==> src/hdl/pwlt_pkg.sv <==
// Shared types, register indexes, phase codes and helpers for the pulse-width line transmitter.
package pwlt_pkg;

  localparam int CFG_INDEX_W = 3;
  localparam int TICK_W      = 8;

  localparam logic [CFG_INDEX_W-1:0] REG_START_LOW   = 3'd0;
  localparam logic [CFG_INDEX_W-1:0] REG_START_PULSE = 3'd1;
  localparam logic [CFG_INDEX_W-1:0] REG_START_GAP   = 3'd2;
  localparam logic [CFG_INDEX_W-1:0] REG_LONG_HIGH   = 3'd3;
  localparam logic [CFG_INDEX_W-1:0] REG_SHORT_HIGH  = 3'd4;
  localparam logic [CFG_INDEX_W-1:0] REG_BIT_PERIOD  = 3'd5;
  localparam logic [CFG_INDEX_W-1:0] REG_STOP_HIGH   = 3'd6;

  localparam logic [2:0] PH_IDLE        = 3'd0;
  localparam logic [2:0] PH_START_LOW   = 3'd1;
  localparam logic [2:0] PH_START_PULSE = 3'd2;
  localparam logic [2:0] PH_START_GAP   = 3'd3;
  localparam logic [2:0] PH_BIT_HIGH    = 3'd4;
  localparam logic [2:0] PH_BIT_LOW     = 3'd5;
  localparam logic [2:0] PH_STOP        = 3'd6;

  typedef struct packed {
    logic [TICK_W-1:0] start_low_ticks;
    logic [TICK_W-1:0] start_pulse_ticks;
    logic [TICK_W-1:0] start_gap_ticks;
    logic [TICK_W-1:0] long_high_ticks;
    logic [TICK_W-1:0] short_high_ticks;
    logic [TICK_W-1:0] bit_period_ticks;
    logic [TICK_W-1:0] stop_high_ticks;
  } cfg_t;

  typedef struct packed {
    logic line_level;
    logic drive_enable;
    logic in_progress;
    logic accepted;
    logic frame_done;
  } result_t;

  // A zero duration counts as one tick.
  function automatic logic [TICK_W-1:0] at_least_one(input logic [TICK_W-1:0] v);
    at_least_one = (v == '0) ? TICK_W'(1) : v;
  endfunction

  function automatic logic phase_level(input logic [2:0] ph);
    case (ph)
      PH_START_LOW, PH_START_GAP, PH_BIT_LOW: phase_level = 1'b0;
      default:                                phase_level = 1'b1;
    endcase
  endfunction

endpackage

==> src/hdl/pwlt_if.sv <==
// Channel interfaces: send/tick requests, line results and register writes.
interface pwlt_req_if;
  logic       valid;
  logic       ready;
  logic       action;
  logic [7:0] data_byte;
  logic       line_busy;
  modport source (output valid, action, data_byte, line_busy, input ready);
  modport sink   (input valid, action, data_byte, line_busy, output ready);
endinterface

interface pwlt_rsp_if;
  logic valid;
  logic ready;
  logic line_level;
  logic drive_enable;
  logic in_progress;
  logic accepted;
  logic frame_done;
  modport source (output valid, line_level, drive_enable, in_progress, accepted, frame_done,
                  input ready);
  modport sink   (input valid, line_level, drive_enable, in_progress, accepted, frame_done,
                  output ready);
endinterface

interface pwlt_cfg_if;
  logic       valid;
  logic       ready;
  logic [2:0] index;
  logic [7:0] data;
  modport source (output valid, index, data, input ready);
  modport sink   (input valid, index, data, output ready);
endinterface

==> src/hdl/pwlt_cfg_regs.sv <==
// Timing register file written through the configuration channel.
module pwlt_cfg_regs
  import pwlt_pkg::*;
(
  input  logic       clk,
  input  logic       rst,
  pwlt_cfg_if.sink   cfg,
  output cfg_t       regs
);

  assign cfg.ready = 1'b1;

  always_ff @(posedge clk) begin
    if (rst) begin
      regs.start_low_ticks   <= 8'd10;
      regs.start_pulse_ticks <= 8'd1;
      regs.start_gap_ticks   <= 8'd9;
      regs.long_high_ticks   <= 8'd7;
      regs.short_high_ticks  <= 8'd3;
      regs.bit_period_ticks  <= 8'd10;
      regs.stop_high_ticks   <= 8'd20;
    end else if (cfg.valid) begin
      case (cfg.index)
        REG_START_LOW:   regs.start_low_ticks   <= cfg.data;
        REG_START_PULSE: regs.start_pulse_ticks <= cfg.data;
        REG_START_GAP:   regs.start_gap_ticks   <= cfg.data;
        REG_LONG_HIGH:   regs.long_high_ticks   <= cfg.data;
        REG_SHORT_HIGH:  regs.short_high_ticks  <= cfg.data;
        REG_BIT_PERIOD:  regs.bit_period_ticks  <= cfg.data;
        REG_STOP_HIGH:   regs.stop_high_ticks   <= cfg.data;
        default: ;
      endcase
    end
  end

endmodule

==> src/hdl/pwlt_frame_ctrl.sv <==
// Frame sequencer: phase, bit counter, tick counter, shift register and result register.
module pwlt_frame_ctrl
  import pwlt_pkg::*;
#(
  parameter int DATA_BITS = 8
) (
  input  logic       clk,
  input  logic       rst,
  input  cfg_t       regs,
  pwlt_req_if.sink   req,
  pwlt_rsp_if.source rsp
);

  localparam int BIDX_W = $clog2(DATA_BITS + 1);

  logic [2:0]         phase, phase_next;
  logic [BIDX_W-1:0]  bit_index, bit_index_next;
  logic [TICK_W-1:0]  tick_count, tick_count_next;
  logic [DATA_BITS:0] frame_bits, frame_bits_next;
  logic               rsp_valid;
  result_t            result, result_next;

  logic [DATA_BITS-1:0] word;
  logic [TICK_W-1:0]    high_len, phase_len;
  logic [TICK_W:0]      tick_inc;
  logic                 req_take;

  // Take a new word whenever the result register is empty or being drained.
  assign req.ready = !rsp_valid || rsp.ready;
  assign req_take  = req.valid && req.ready;

  generate
    if (DATA_BITS <= 8) begin : g_narrow
      assign word = req.data_byte[DATA_BITS-1:0];
    end else begin : g_wide
      assign word = {{(DATA_BITS-8){1'b0}}, req.data_byte};
    end
  endgenerate

  // Current bit sits at the top of the shift register.
  assign high_len = frame_bits[DATA_BITS] ? at_least_one(regs.long_high_ticks)
                                          : at_least_one(regs.short_high_ticks);
  assign tick_inc = {1'b0, tick_count} + (TICK_W+1)'(1);

  always_comb begin
    case (phase)
      PH_START_LOW:   phase_len = at_least_one(regs.start_low_ticks);
      PH_START_PULSE: phase_len = at_least_one(regs.start_pulse_ticks);
      PH_START_GAP:   phase_len = at_least_one(regs.start_gap_ticks);
      PH_BIT_HIGH:    phase_len = high_len;
      PH_BIT_LOW:     phase_len = (high_len < regs.bit_period_ticks)
                                  ? (regs.bit_period_ticks - high_len) : TICK_W'(1);
      PH_STOP:        phase_len = at_least_one(regs.stop_high_ticks);
      default:        phase_len = TICK_W'(1);
    endcase
  end

  always_comb begin
    phase_next      = phase;
    bit_index_next  = bit_index;
    tick_count_next = tick_count;
    frame_bits_next = frame_bits;
    result_next     = '0;
    if (req.action) begin
      if (phase == PH_IDLE && !req.line_busy) begin
        frame_bits_next      = {word, ^word};
        phase_next           = PH_START_LOW;
        bit_index_next       = '0;
        tick_count_next      = '0;
        result_next.accepted = 1'b1;
      end
      result_next.in_progress  = (phase_next != PH_IDLE);
      result_next.drive_enable = (phase_next != PH_IDLE);
      result_next.line_level   = (phase_next != PH_IDLE) ? phase_level(phase_next) : 1'b1;
    end else if (phase == PH_IDLE) begin
      result_next.line_level = 1'b1;
    end else begin
      result_next.line_level   = phase_level(phase);
      result_next.drive_enable = 1'b1;
      result_next.in_progress  = 1'b1;
      if (tick_inc >= {1'b0, phase_len}) begin
        tick_count_next = '0;
        case (phase)
          PH_START_LOW:   phase_next = PH_START_PULSE;
          PH_START_PULSE: phase_next = PH_START_GAP;
          PH_START_GAP: begin
            phase_next     = PH_BIT_HIGH;
            bit_index_next = '0;
          end
          PH_BIT_HIGH:    phase_next = PH_BIT_LOW;
          PH_BIT_LOW: begin
            if (bit_index == BIDX_W'(DATA_BITS)) begin
              phase_next = PH_STOP;
            end else begin
              bit_index_next  = bit_index + BIDX_W'(1);
              frame_bits_next = {frame_bits[DATA_BITS-1:0], 1'b0};
              phase_next      = PH_BIT_HIGH;
            end
          end
          default: begin
            phase_next             = PH_IDLE;
            bit_index_next         = '0;
            result_next.frame_done = 1'b1;
          end
        endcase
      end else begin
        tick_count_next = tick_inc[TICK_W-1:0];
      end
    end
  end

  always_ff @(posedge clk) begin
    if (rst) begin
      phase      <= PH_IDLE;
      bit_index  <= '0;
      tick_count <= '0;
      frame_bits <= '0;
      rsp_valid  <= 1'b0;
    end else begin
      if (req_take) begin
        phase      <= phase_next;
        bit_index  <= bit_index_next;
        tick_count <= tick_count_next;
        frame_bits <= frame_bits_next;
        rsp_valid  <= 1'b1;
      end else if (rsp.ready) begin
        rsp_valid  <= 1'b0;
      end
    end
  end

  always_ff @(posedge clk) begin
    if (req_take) begin
      result <= result_next;
    end
  end

  assign rsp.valid        = rsp_valid;
  assign rsp.line_level   = result.line_level;
  assign rsp.drive_enable = result.drive_enable;
  assign rsp.in_progress  = result.in_progress;
  assign rsp.accepted     = result.accepted;
  assign rsp.frame_done   = result.frame_done;

endmodule

==> src/hdl/pulse_width_line_transmitter_top.sv <==
// Top level of the pulse-width line transmitter.
// Latency: a result word is registered and appears in the cycle after its request word is taken.
// Throughput: one request word per cycle while rsp.ready is high; the result register drains while the next is taken.
// The rate is set by the combinational next-state update of the phase, bit and tick counters.
// Reset (rst, synchronous, active high) idles the frame sequencer, empties the result
// register and loads the timing registers with their default durations.
module pulse_width_line_transmitter_top
  import pwlt_pkg::*;
#(
  parameter int DATA_BITS = 8
) (
  input  logic       clk,
  input  logic       rst,
  pwlt_req_if.sink   req,
  pwlt_rsp_if.source rsp,
  pwlt_cfg_if.sink   cfg
);

  // Timing registers; writes are expected only while no frame is running.
  cfg_t regs;

  pwlt_cfg_regs u_cfg_regs (
    .clk  (clk),
    .rst  (rst),
    .cfg  (cfg),
    .regs (regs)
  );

  // Sequencer: a send word starts a frame, when idle and the line is not busy, without
  // using time; a tick word reports the current level and advances the counters by one tick.
  pwlt_frame_ctrl #(
    .DATA_BITS (DATA_BITS)
  ) u_frame_ctrl (
    .clk  (clk),
    .rst  (rst),
    .regs (regs),
    .req  (req),
    .rsp  (rsp)
  );

endmodule
==> src/flat_wrapper.sv <==
// flat-port wrapper written by rule: the top's interface ports become plain ports
module pulse_width_line_transmitter_top_flat import pwlt_pkg::*;
#(
  parameter int DATA_BITS = 8
)
  (clk, rst, req_valid, req_action, req_data_byte, req_line_busy, req_ready, rsp_valid, rsp_line_level, rsp_drive_enable, rsp_in_progress, rsp_accepted, rsp_frame_done, rsp_ready, cfg_valid, cfg_index, cfg_data, cfg_ready);
  pwlt_req_if req_i ();
  pwlt_rsp_if rsp_i ();
  pwlt_cfg_if cfg_i ();
  input  logic clk;
  input  logic rst;
  input wire logic [$bits(req_i.valid)-1:0] req_valid;
  input wire logic [$bits(req_i.action)-1:0] req_action;
  input wire logic [$bits(req_i.data_byte)-1:0] req_data_byte;
  input wire logic [$bits(req_i.line_busy)-1:0] req_line_busy;
  output wire logic [$bits(req_i.ready)-1:0] req_ready;
  output wire logic [$bits(rsp_i.valid)-1:0] rsp_valid;
  output wire logic [$bits(rsp_i.line_level)-1:0] rsp_line_level;
  output wire logic [$bits(rsp_i.drive_enable)-1:0] rsp_drive_enable;
  output wire logic [$bits(rsp_i.in_progress)-1:0] rsp_in_progress;
  output wire logic [$bits(rsp_i.accepted)-1:0] rsp_accepted;
  output wire logic [$bits(rsp_i.frame_done)-1:0] rsp_frame_done;
  input wire logic [$bits(rsp_i.ready)-1:0] rsp_ready;
  input wire logic [$bits(cfg_i.valid)-1:0] cfg_valid;
  input wire logic [$bits(cfg_i.index)-1:0] cfg_index;
  input wire logic [$bits(cfg_i.data)-1:0] cfg_data;
  output wire logic [$bits(cfg_i.ready)-1:0] cfg_ready;
  assign req_i.valid = req_valid;
  assign req_i.action = req_action;
  assign req_i.data_byte = req_data_byte;
  assign req_i.line_busy = req_line_busy;
  assign req_ready = req_i.ready;
  assign rsp_valid = rsp_i.valid;
  assign rsp_line_level = rsp_i.line_level;
  assign rsp_drive_enable = rsp_i.drive_enable;
  assign rsp_in_progress = rsp_i.in_progress;
  assign rsp_accepted = rsp_i.accepted;
  assign rsp_frame_done = rsp_i.frame_done;
  assign rsp_i.ready = rsp_ready;
  assign cfg_i.valid = cfg_valid;
  assign cfg_i.index = cfg_index;
  assign cfg_i.data = cfg_data;
  assign cfg_ready = cfg_i.ready;
  pulse_width_line_transmitter_top #(.DATA_BITS(DATA_BITS)) u_core (.clk(clk), .rst(rst), .req(req_i), .rsp(rsp_i), .cfg(cfg_i));
endmodule
==> config.mk <==
export PLATFORM = sky130hd
export DESIGN_NAME = pulse_width_line_transmitter_top_flat
export DESIGN_NICKNAME = d
export VERILOG_FILES = /design/src/hdl/pwlt_pkg.sv /design/src/hdl/pwlt_if.sv /design/src/hdl/pwlt_cfg_regs.sv /design/src/hdl/pwlt_frame_ctrl.sv /design/src/hdl/pulse_width_line_transmitter_top.sv /design/src/flat_wrapper.sv
export SDC_FILE = /design/constraint.sdc
export NUM_CORES = 1
export LEC_CHECK = 0
export BUFFER_PORTS_ARGS = -buffer_cell sky130_fd_sc_hd__buf_2
export CORE_UTILIZATION = 50
export CTS_CLUSTER_SIZE = 8
export DETAILED_ROUTE_END_ITERATION = 6
export PLACE_DENSITY = 0.77
export SYNTH_ARGS = -nofsm -noshare
export SYNTH_HDL_FRONTEND = slang
export SYNTH_SLANG_ARGS = --single-unit
==> constraint.sdc <==
create_clock -name clk -period 11.3 [get_ports clk]
set_input_delay 2.825 -clock clk [delete_from_list [all_inputs] [get_ports clk]]
set_output_delay 2.825 -clock clk [all_outputs]
set_load 0.01 [all_outputs]
==> impl_metrics.sql, run 1 <==
INSERT INTO impl_metrics (metric_group, metric, value, unit) VALUES
('sta', 'finalMaxSlewViolations', '0', ''),
('power', 'ir_drop', '0.00007016', 'V'),
('sta', 'timing_hold_violations_final', '0', ''),
('cts', 'worstSkewPairLatency', '0.36', 'ns'),
('outcome', 'run_status', 'completed', ''),
('die', 'standard_cell_core_area', '0.009240', 'mm2'),
('finish', 'area_delta_synth_final', '8.836', '%'),
('cts', 'cts_tree', 'built', ''),
('logic_synthesis', 'synthesized_area_divided_by_synthesized_cell_count', '7.901', 'um2'),
('die', 'fp.dieH', '99.70', 'um'),
('global_routing', 'grt_first_pass_wirelength', '19160', 'um'),
('sta', 'hold_ws', '0.4669', 'ns'),
('finish', 'antennaDiodeCount', '0', ''),
('routing', 'final_antenna_net_count', '0', ''),
('placement', 'dp_worst_setup_slack', '4.942', 'ns'),
('sta', 'fin_ws', '4.942', 'ns'),
('die', 'die_w', '99.70', 'um'),
('finish', 'finalCoreUtilization', '0.5621', ''),
('die', 'fp.dieArea', '0.009939', 'mm2'),
('cts', 'clock_tree.root_cell', 'clkbuf_8', ''),
('placement', 'placed_cells', '741', ''),
('sta', 'timing.slew.headroom', '0.4594', ''),
('logic_synthesis', 'synth_edf_count', '4', ''),
('logic_synthesis', 'post-synth-top-count-cell', 'nand2_1', ''),
('logic_synthesis', 'ys_ff_latch', '85', ''),
('sta', 'max_slew.worst_pin.slew', '0.8048', 'ns'),
('cts', 'clock-sinks', '85', ''),
('placement', 'placement.io_buffers', '32', ''),
('logic_synthesis', 'async_reset_ff_frac', '0', ''),
('power', 'power_density', '126.5', 'mW/mm2'),
('cts', 'cts_htree_levels', '3', ''),
('sta', 'timing.setup.tns', '0', 'ns'),
('placement', 'finalWeightedCongestion', '0.9082', ''),
('worst_setup_path', 'worstRegToRegCells', '18', ''),
('global_routing', 'grt_antenna_before_repair', '0', ''),
('sta', 'worst_clock_skew_on_the_final_layout', '0.01138', 'ns'),
('finish', 'stdcell_area', '0.005194', 'mm2'),
('routing', 'drt_first_pass_iters', '5', ''),
('sta', 'finalSetupViolations', '0', ''),
('cts', 'number_of_buffers_on_the_longest_clock_path', '2', ''),
('die', 'pin_count', '34', ''),
('sta', 'rsz0062_at_grt', 'no', ''),
('logic_synthesis', 'netlist.top_cell.by_area', 'dfxtp_1', ''),
('global_routing', 'grt_overflow', '0', ''),
('worst_setup_path', 'crit_path_start_kind', 'input port', ''),
('logic_synthesis', 'synthCells', '604', ''),
('placement', 'placed_area', '0.004985', 'mm2'),
('power', 'total_power', '0.6569', 'mW'),
('cts', 'cts_post_setup_buffers_inserted', '0', ''),
('job', 'max-cap-violations', '0', ''),
('routing', 'detailroute.via_count', '4326', ''),
('placement', 'dp_hpwl', '8428', 'um'),
('logic_synthesis', 'synth.distinct_cells', '61', ''),
('finish', 'finalNetCount', '670', ''),
('finish', 'fraction_of_layout_instances_using_a_drive_strength_above_1', '0.09873', ''),
('logic_synthesis', 'synth.top_cells.by_area', 'dfxtp_1 34%, nand2_1 11%, a21oi_1 6.5%', ''),
('worst_setup_path', 'crit_arrival', '3.53', 'ns'),
('die', 'initial_core_util', '0.5165', ''),
('die', 'num_rows', '35', ''),
('finish', 'finish.cell_count_without_fillers', '757', ''),
('routing', 'initialDrtViolationCount', '297', ''),
('sta', 'maxClockFrequency', '157.3', 'MHz'),
('cts', 'tritoncts.num_buffers', '9', ''),
('routing', 'wl_per_cell', '15.38', 'um'),
('global_routing', 'vias_in_the_first_global_route', '3974', ''),
('logic_synthesis', 'synthFlopType', 'dfxtp_1', ''),
('worst_setup_path', 'required_time_at_the_worst_slack_endpoint', '8.48', 'ns'),
('cts', 'ctsResizeCount', '0', ''),
('power', 'leakage_power', '1.929', 'nW'),
('logic_synthesis', 'postSynthNetCount', '651', ''),
('finish', 'area_of_combinational_cells_with_multiple_inputs', '0.002846', 'mm2');
## final timing paths
kind / start / end / slack (ns)
setup / recovery: rsp_ready / req_ready / 4.94
hold / removal: u_core.u_cfg_regs.regs[15] / u_core.u_cfg_regs.regs[15] / 0.47
setup reg to reg: u_core.u_cfg_regs.regs[19] / u_core.u_frame_ctrl.tick_count[6] / 6.33
hold reg to reg: u_core.u_cfg_regs.regs[15] / u_core.u_cfg_regs.regs[15] / 0.47
## cell families after synthesis
family,synth area share
adder cells (fa/ha/maj),0.05663
AO/OA/AOI/OAI,0.1930
flip-flops,0.3650
multiplexers,0.04903
AND/OR/NAND/NOR,0.2640
XOR/XNOR,0.03304
other,0.0007858
buffers and inverters,0.03854
## critical path, cell delays in order
cell	delay [ns]
buf_2	0.10
nor2b_1	0.29
inv_1	0.14
buf_2	0.17
## where the power goes
group	leakage (nW)	total, mW	switching [mW]	internal [mW]
combinational	1.13	0.109	0.0681	0.0413
sequential	0.696	0.323	0.0102	0.313
clock	0.0991	0.225	0.115	0.110
total	1.93	0.657	0.193	0.464
## flip-flops by register name (all words and copies together) (netlist names)
| signal | count |
|---|---|
| u_core.u_frame_ctrl.frame_bits | 9 |
| u_core.u_cfg_regs.regs | 56 |
| u_core.u_frame_ctrl.bit_index | 4 |
| u_core.u_frame_ctrl.phase | 3 |
| u_core.u_frame_ctrl.rsp.line_level | 1 |
| u_core.u_frame_ctrl.rsp.drive_enable | 1 |
| u_core.u_frame_ctrl.rsp.valid | 1 |
| u_core.u_frame_ctrl.rsp.accepted | 1 |
| u_core.u_frame_ctrl.tick_count | 8 |
| u_core.u_frame_ctrl.rsp.frame_done | 1 |
## per-layer routing
layer / global-route usage / wire [um]
met5: 0 / 0
met4: 0.07692 / 180
met3: 0.04006 / 565
met2: 0.4170 / 5525
met1: 0.3162 / 5371
## final cells by class
cell class                      count  area share
Inverter                           16     0.01156
Multi-Input combinational cell    477      0.5481
Sequential cell                    85      0.3353
Timing Repair Buffer               34     0.03373
Tap cell                          129     0.03108
Clock inverter                      6     0.01373
Clock buffer                       10     0.02650
## cells in the final DEF (no fill, tap or decap), types with 3 or more instances in the layout
master      n
nand3b_1   17
dfxtp_1    81
o22ai_1     3
o211ai_1    3
a22oi_1     3
edfxtp_1    4
nand4_1     6
nand2_1   143
a211oi_2    3
a21oi_1    62
mux2_2      3
nor3_1     12
buf_2      32
nand3_1    14
xnor2_1    12
nor3b_1     4
clkbuf_8   10
nor2b_1    12
xor2_1      6
nor4_1      7
a211oi_1   12
nand2b_1    8
o21ai_0    20
ha_1       20
a221oi_1    5
a21boi_0    4
nor2_1     39
mux2i_1    20
and3_1      4
inv_1      15
No activity file was read; power rests on OpenSTA's default activity.
==> run 2: changes to the inputs <==
- clock period: 11.3 -> 6.2 ns (I/O delays scaled with it)
==> run 2 against run 1 <==
- non-clock buffer count stayed put
- clock power is 72% higher
- critical endpoint is now u_core.u_frame_ctrl.tick_count[2]
- global-route usage is 0.66 points higher
- via count is 1.3% higher
- largest power group unchanged
- final area is 0.39% lower
- setup slack worse by 3.5 ns
- first-iteration DRC count is 8.1% higher
- sequential share of layout area is 0.13 points higher
==> impl_metrics.sql, run 2 (synthesis results as in run 1) <==
INSERT INTO impl_metrics (metric_group, metric, value, unit) VALUES
('outcome', 'run_status', 'completed', ''),
('cts', 'tritoncts.num_buffers', '9', ''),
('cts', 'worstSkewPairLatency', '0.37', 'ns'),
('finish', 'area_delta_synth_final', '8.416', '%'),
('routing', 'detailroute.via_count', '4383', ''),
('finish', 'number_of_flip_flops_in_the_largest_register', '56', ''),
('sta', 'timing.slew.headroom', '0.4338', ''),
('routing', 'wirelength', '11760', 'um'),
('cts', 'cts_htree_levels', '3', ''),
('sta', 'finalMaxSlewViolations', '0', ''),
('sta', 'finalSetupViolations', '0', ''),
('sta', 'max_slew.worst_pin.slew', '0.8428', 'ns'),
('finish', 'mostFrequentLayoutCell', 'nand2_1', ''),
('min_path', 'hp-class', 'flop to flop', ''),
('routing', 'wl_per_cell', '15.54', 'um'),
('worst_setup_path', 'critical_path.max_fanout', '10', ''),
('finish', 'layout.cells.most_common_list', '143 x nand2_1, 81 x dfxtp_1, 62 x a21oi_1', ''),
('sta', 'rsz0062_at_grt', 'no', ''),
('die', 'die_w', '99.70', 'um'),
('routing', 'drt_first_pass_iters', '5', ''),
('routing', 'final_antenna_net_count', '0', ''),
('routing', 'initialDrtViolationCount', '321', ''),
('sta', 'timing.setup.tns', '0', 'ns'),
('finish', 'registers.top_by_ff_count', 'u_core.u_cfg_regs.regs', ''),
('die', 'num_rows', '35', ''),
('global_routing', 'grt_first_pass_wirelength', '19760', 'um'),
('power', 'ir_drop', '0.0001155', 'V'),
('job', 'max-cap-violations', '0', ''),
('die', 'fp.dieArea', '0.009939', 'mm2'),
('finish', 'finalNetCount', '670', ''),
('cts', 'clock-sinks', '85', ''),
('power', 'power_density', '227.3', 'mW/mm2'),
('global_routing', 'grt_overflow', '0', ''),
('sta', 'timing_hold_violations_final', '0', ''),
('die', 'standard_cell_core_area', '0.009240', 'mm2'),
('finish', 'finalCoreUtilization', '0.5599', ''),
('global_routing', 'vias_in_the_first_global_route', '4076', ''),
('die', 'initial_core_util', '0.5165', ''),
('die', 'fp.dieH', '99.70', 'um'),
('worst_setup_path', 'crit_arrival', '5.05', 'ns'),
('finish', 'antennaDiodeCount', '0', ''),
('sta', 'hold_ws', '0.4649', 'ns'),
('global_routing', 'grt_start_max_net_pins', '80', ''),
('sta', 'timing.final.crit_period', '4.738', 'ns'),
('sta', 'worst_clock_skew_on_the_final_layout', '0.01351', 'ns'),
('worst_setup_path', 'crit_path_start_kind', 'flop', ''),
('cts', 'cts.reportedPaths.clkPinSlew', '0.09', 'ns'),
('cts', 'clock_tree.root_cell', 'clkbuf_8', ''),
('sta', 'maxClockFrequency', '211.1', 'MHz'),
('cts', 'cts_post_setup_buffers_inserted', '0', ''),
('worst_setup_path', 'critical_path.endpoint_type', 'flop', ''),
('sta', 'min_period_over_period', '0.7642', ''),
('die', 'pin_count', '34', ''),
('power', 'leakage_power', '1.927', 'nW'),
('worst_setup_path', 'required_time_at_the_worst_slack_endpoint', '6.51', 'ns'),
('global_routing', 'grt_usage', '0.2514', ''),
('routing', 'drcViolationCount', '0', ''),
('global_routing', 'grt_antenna_before_repair', '0', ''),
('placement', 'dp_hpwl', '8493', 'um'),
('cts', 'number_of_buffers_on_the_longest_clock_path', '2', ''),
('routing', 'route.detailed.vias_per_inst', '5.790', ''),
('cts', 'ctsResizeCount', '0', ''),
('cts', 'cts_hold_repair.buffers', '0', ''),
('finish', 'fraction_of_layout_instances_using_a_drive_strength_above_1', '0.09873', ''),
('placement', 'placement.io_buffers', '32', ''),
('placement', 'finalWeightedCongestion', '0.8966', ''),
('power', 'total_power', '1.176', 'mW'),
('finish', 'reg_top3', 'u_core.u_cfg_regs.regs x56, u_core.u_frame_ctrl.frame_bits x9, u_core.u_frame_ctrl.tick_count x8', ''),
('worst_setup_path', 'crit_type', 'flop to flop', ''),
('cts', 'cts_tree', 'built', '');
-- run 2: critical path, stage by stage, from the launching register on --
cell      delay (ns)
dfxtp_1         0.62
mux2i_1         0.36
ha_1            0.33
nor2b_1         0.15
o21a_1          0.17
o21ai_0         0.27
a31oi_1         0.15
and3b_1         0.27
a221oi_1        0.34
ha_1            0.31
and3_1          0.21
nor2b_1         0.14
nor3_2          0.58
nand3_1         0.38
nor3b_1         0.30
a21o_1          0.11
-- run 2: per-stage QoR --
step / setup slack [ns] / std cells / cell area, um2
global route: 1.015 / 757 / 5174
global placement: 1.768 / 741 / 4985
finish: 1.462 / 757 / 5174
detailed placement: 1.532 / 741 / 4985
CTS: 1.499 / 757 / 5174
floorplan: 1.929 / 604 / 4772
-- run 2: final cells by class --
type                            count  area, um2
Inverter                           16      60.06
Timing Repair Buffer               34      175.2
Sequential cell                    85       1742
Fill cell                         861       4066
Clock inverter                      6      51.30
Multi-Input combinational cell    477       2846
Tap cell                          129      161.4
Clock buffer                       10      137.6
-- run 2: layer usage --
| metal | track usage | up-vias | share of wire |
|---|---|---|---|
| li1 | - | 2167 | - |
| met1 | 0.3307 | 2045 | 0.46 |
| met2 | 0.4191 | 142 | 0.46 |
| met3 | 0.03373 | 29 | 0.048 |
| met4 | 0.09502 | 0 | 0.024 |
| met5 | 0 | - | 0 |
-- run 2: worst paths after layout --
path,from,endpoint,slack (ns),depth (start not counted)
worst max-delay path,u_core.u_frame_ctrl.frame_bits[8],u_core.u_frame_ctrl.tick_count[2],1.46,15
worst min-delay path,u_core.u_cfg_regs.regs[8],u_core.u_cfg_regs.regs[8],0.46,2
worst max register to register,u_core.u_frame_ctrl.frame_bits[8],u_core.u_frame_ctrl.tick_count[2],1.46,15
worst min register to register,u_core.u_cfg_regs.regs[8],u_core.u_cfg_regs.regs[8],0.46,2
-- run 2: where the power goes --
part | switching, mW | internal, mW | total, mW
sequential | 0.0181 | 0.570 | 0.588
clock | 0.224 | 0.164 | 0.388
combinational | 0.125 | 0.0753 | 0.200
total | 0.367 | 0.809 | 1.18
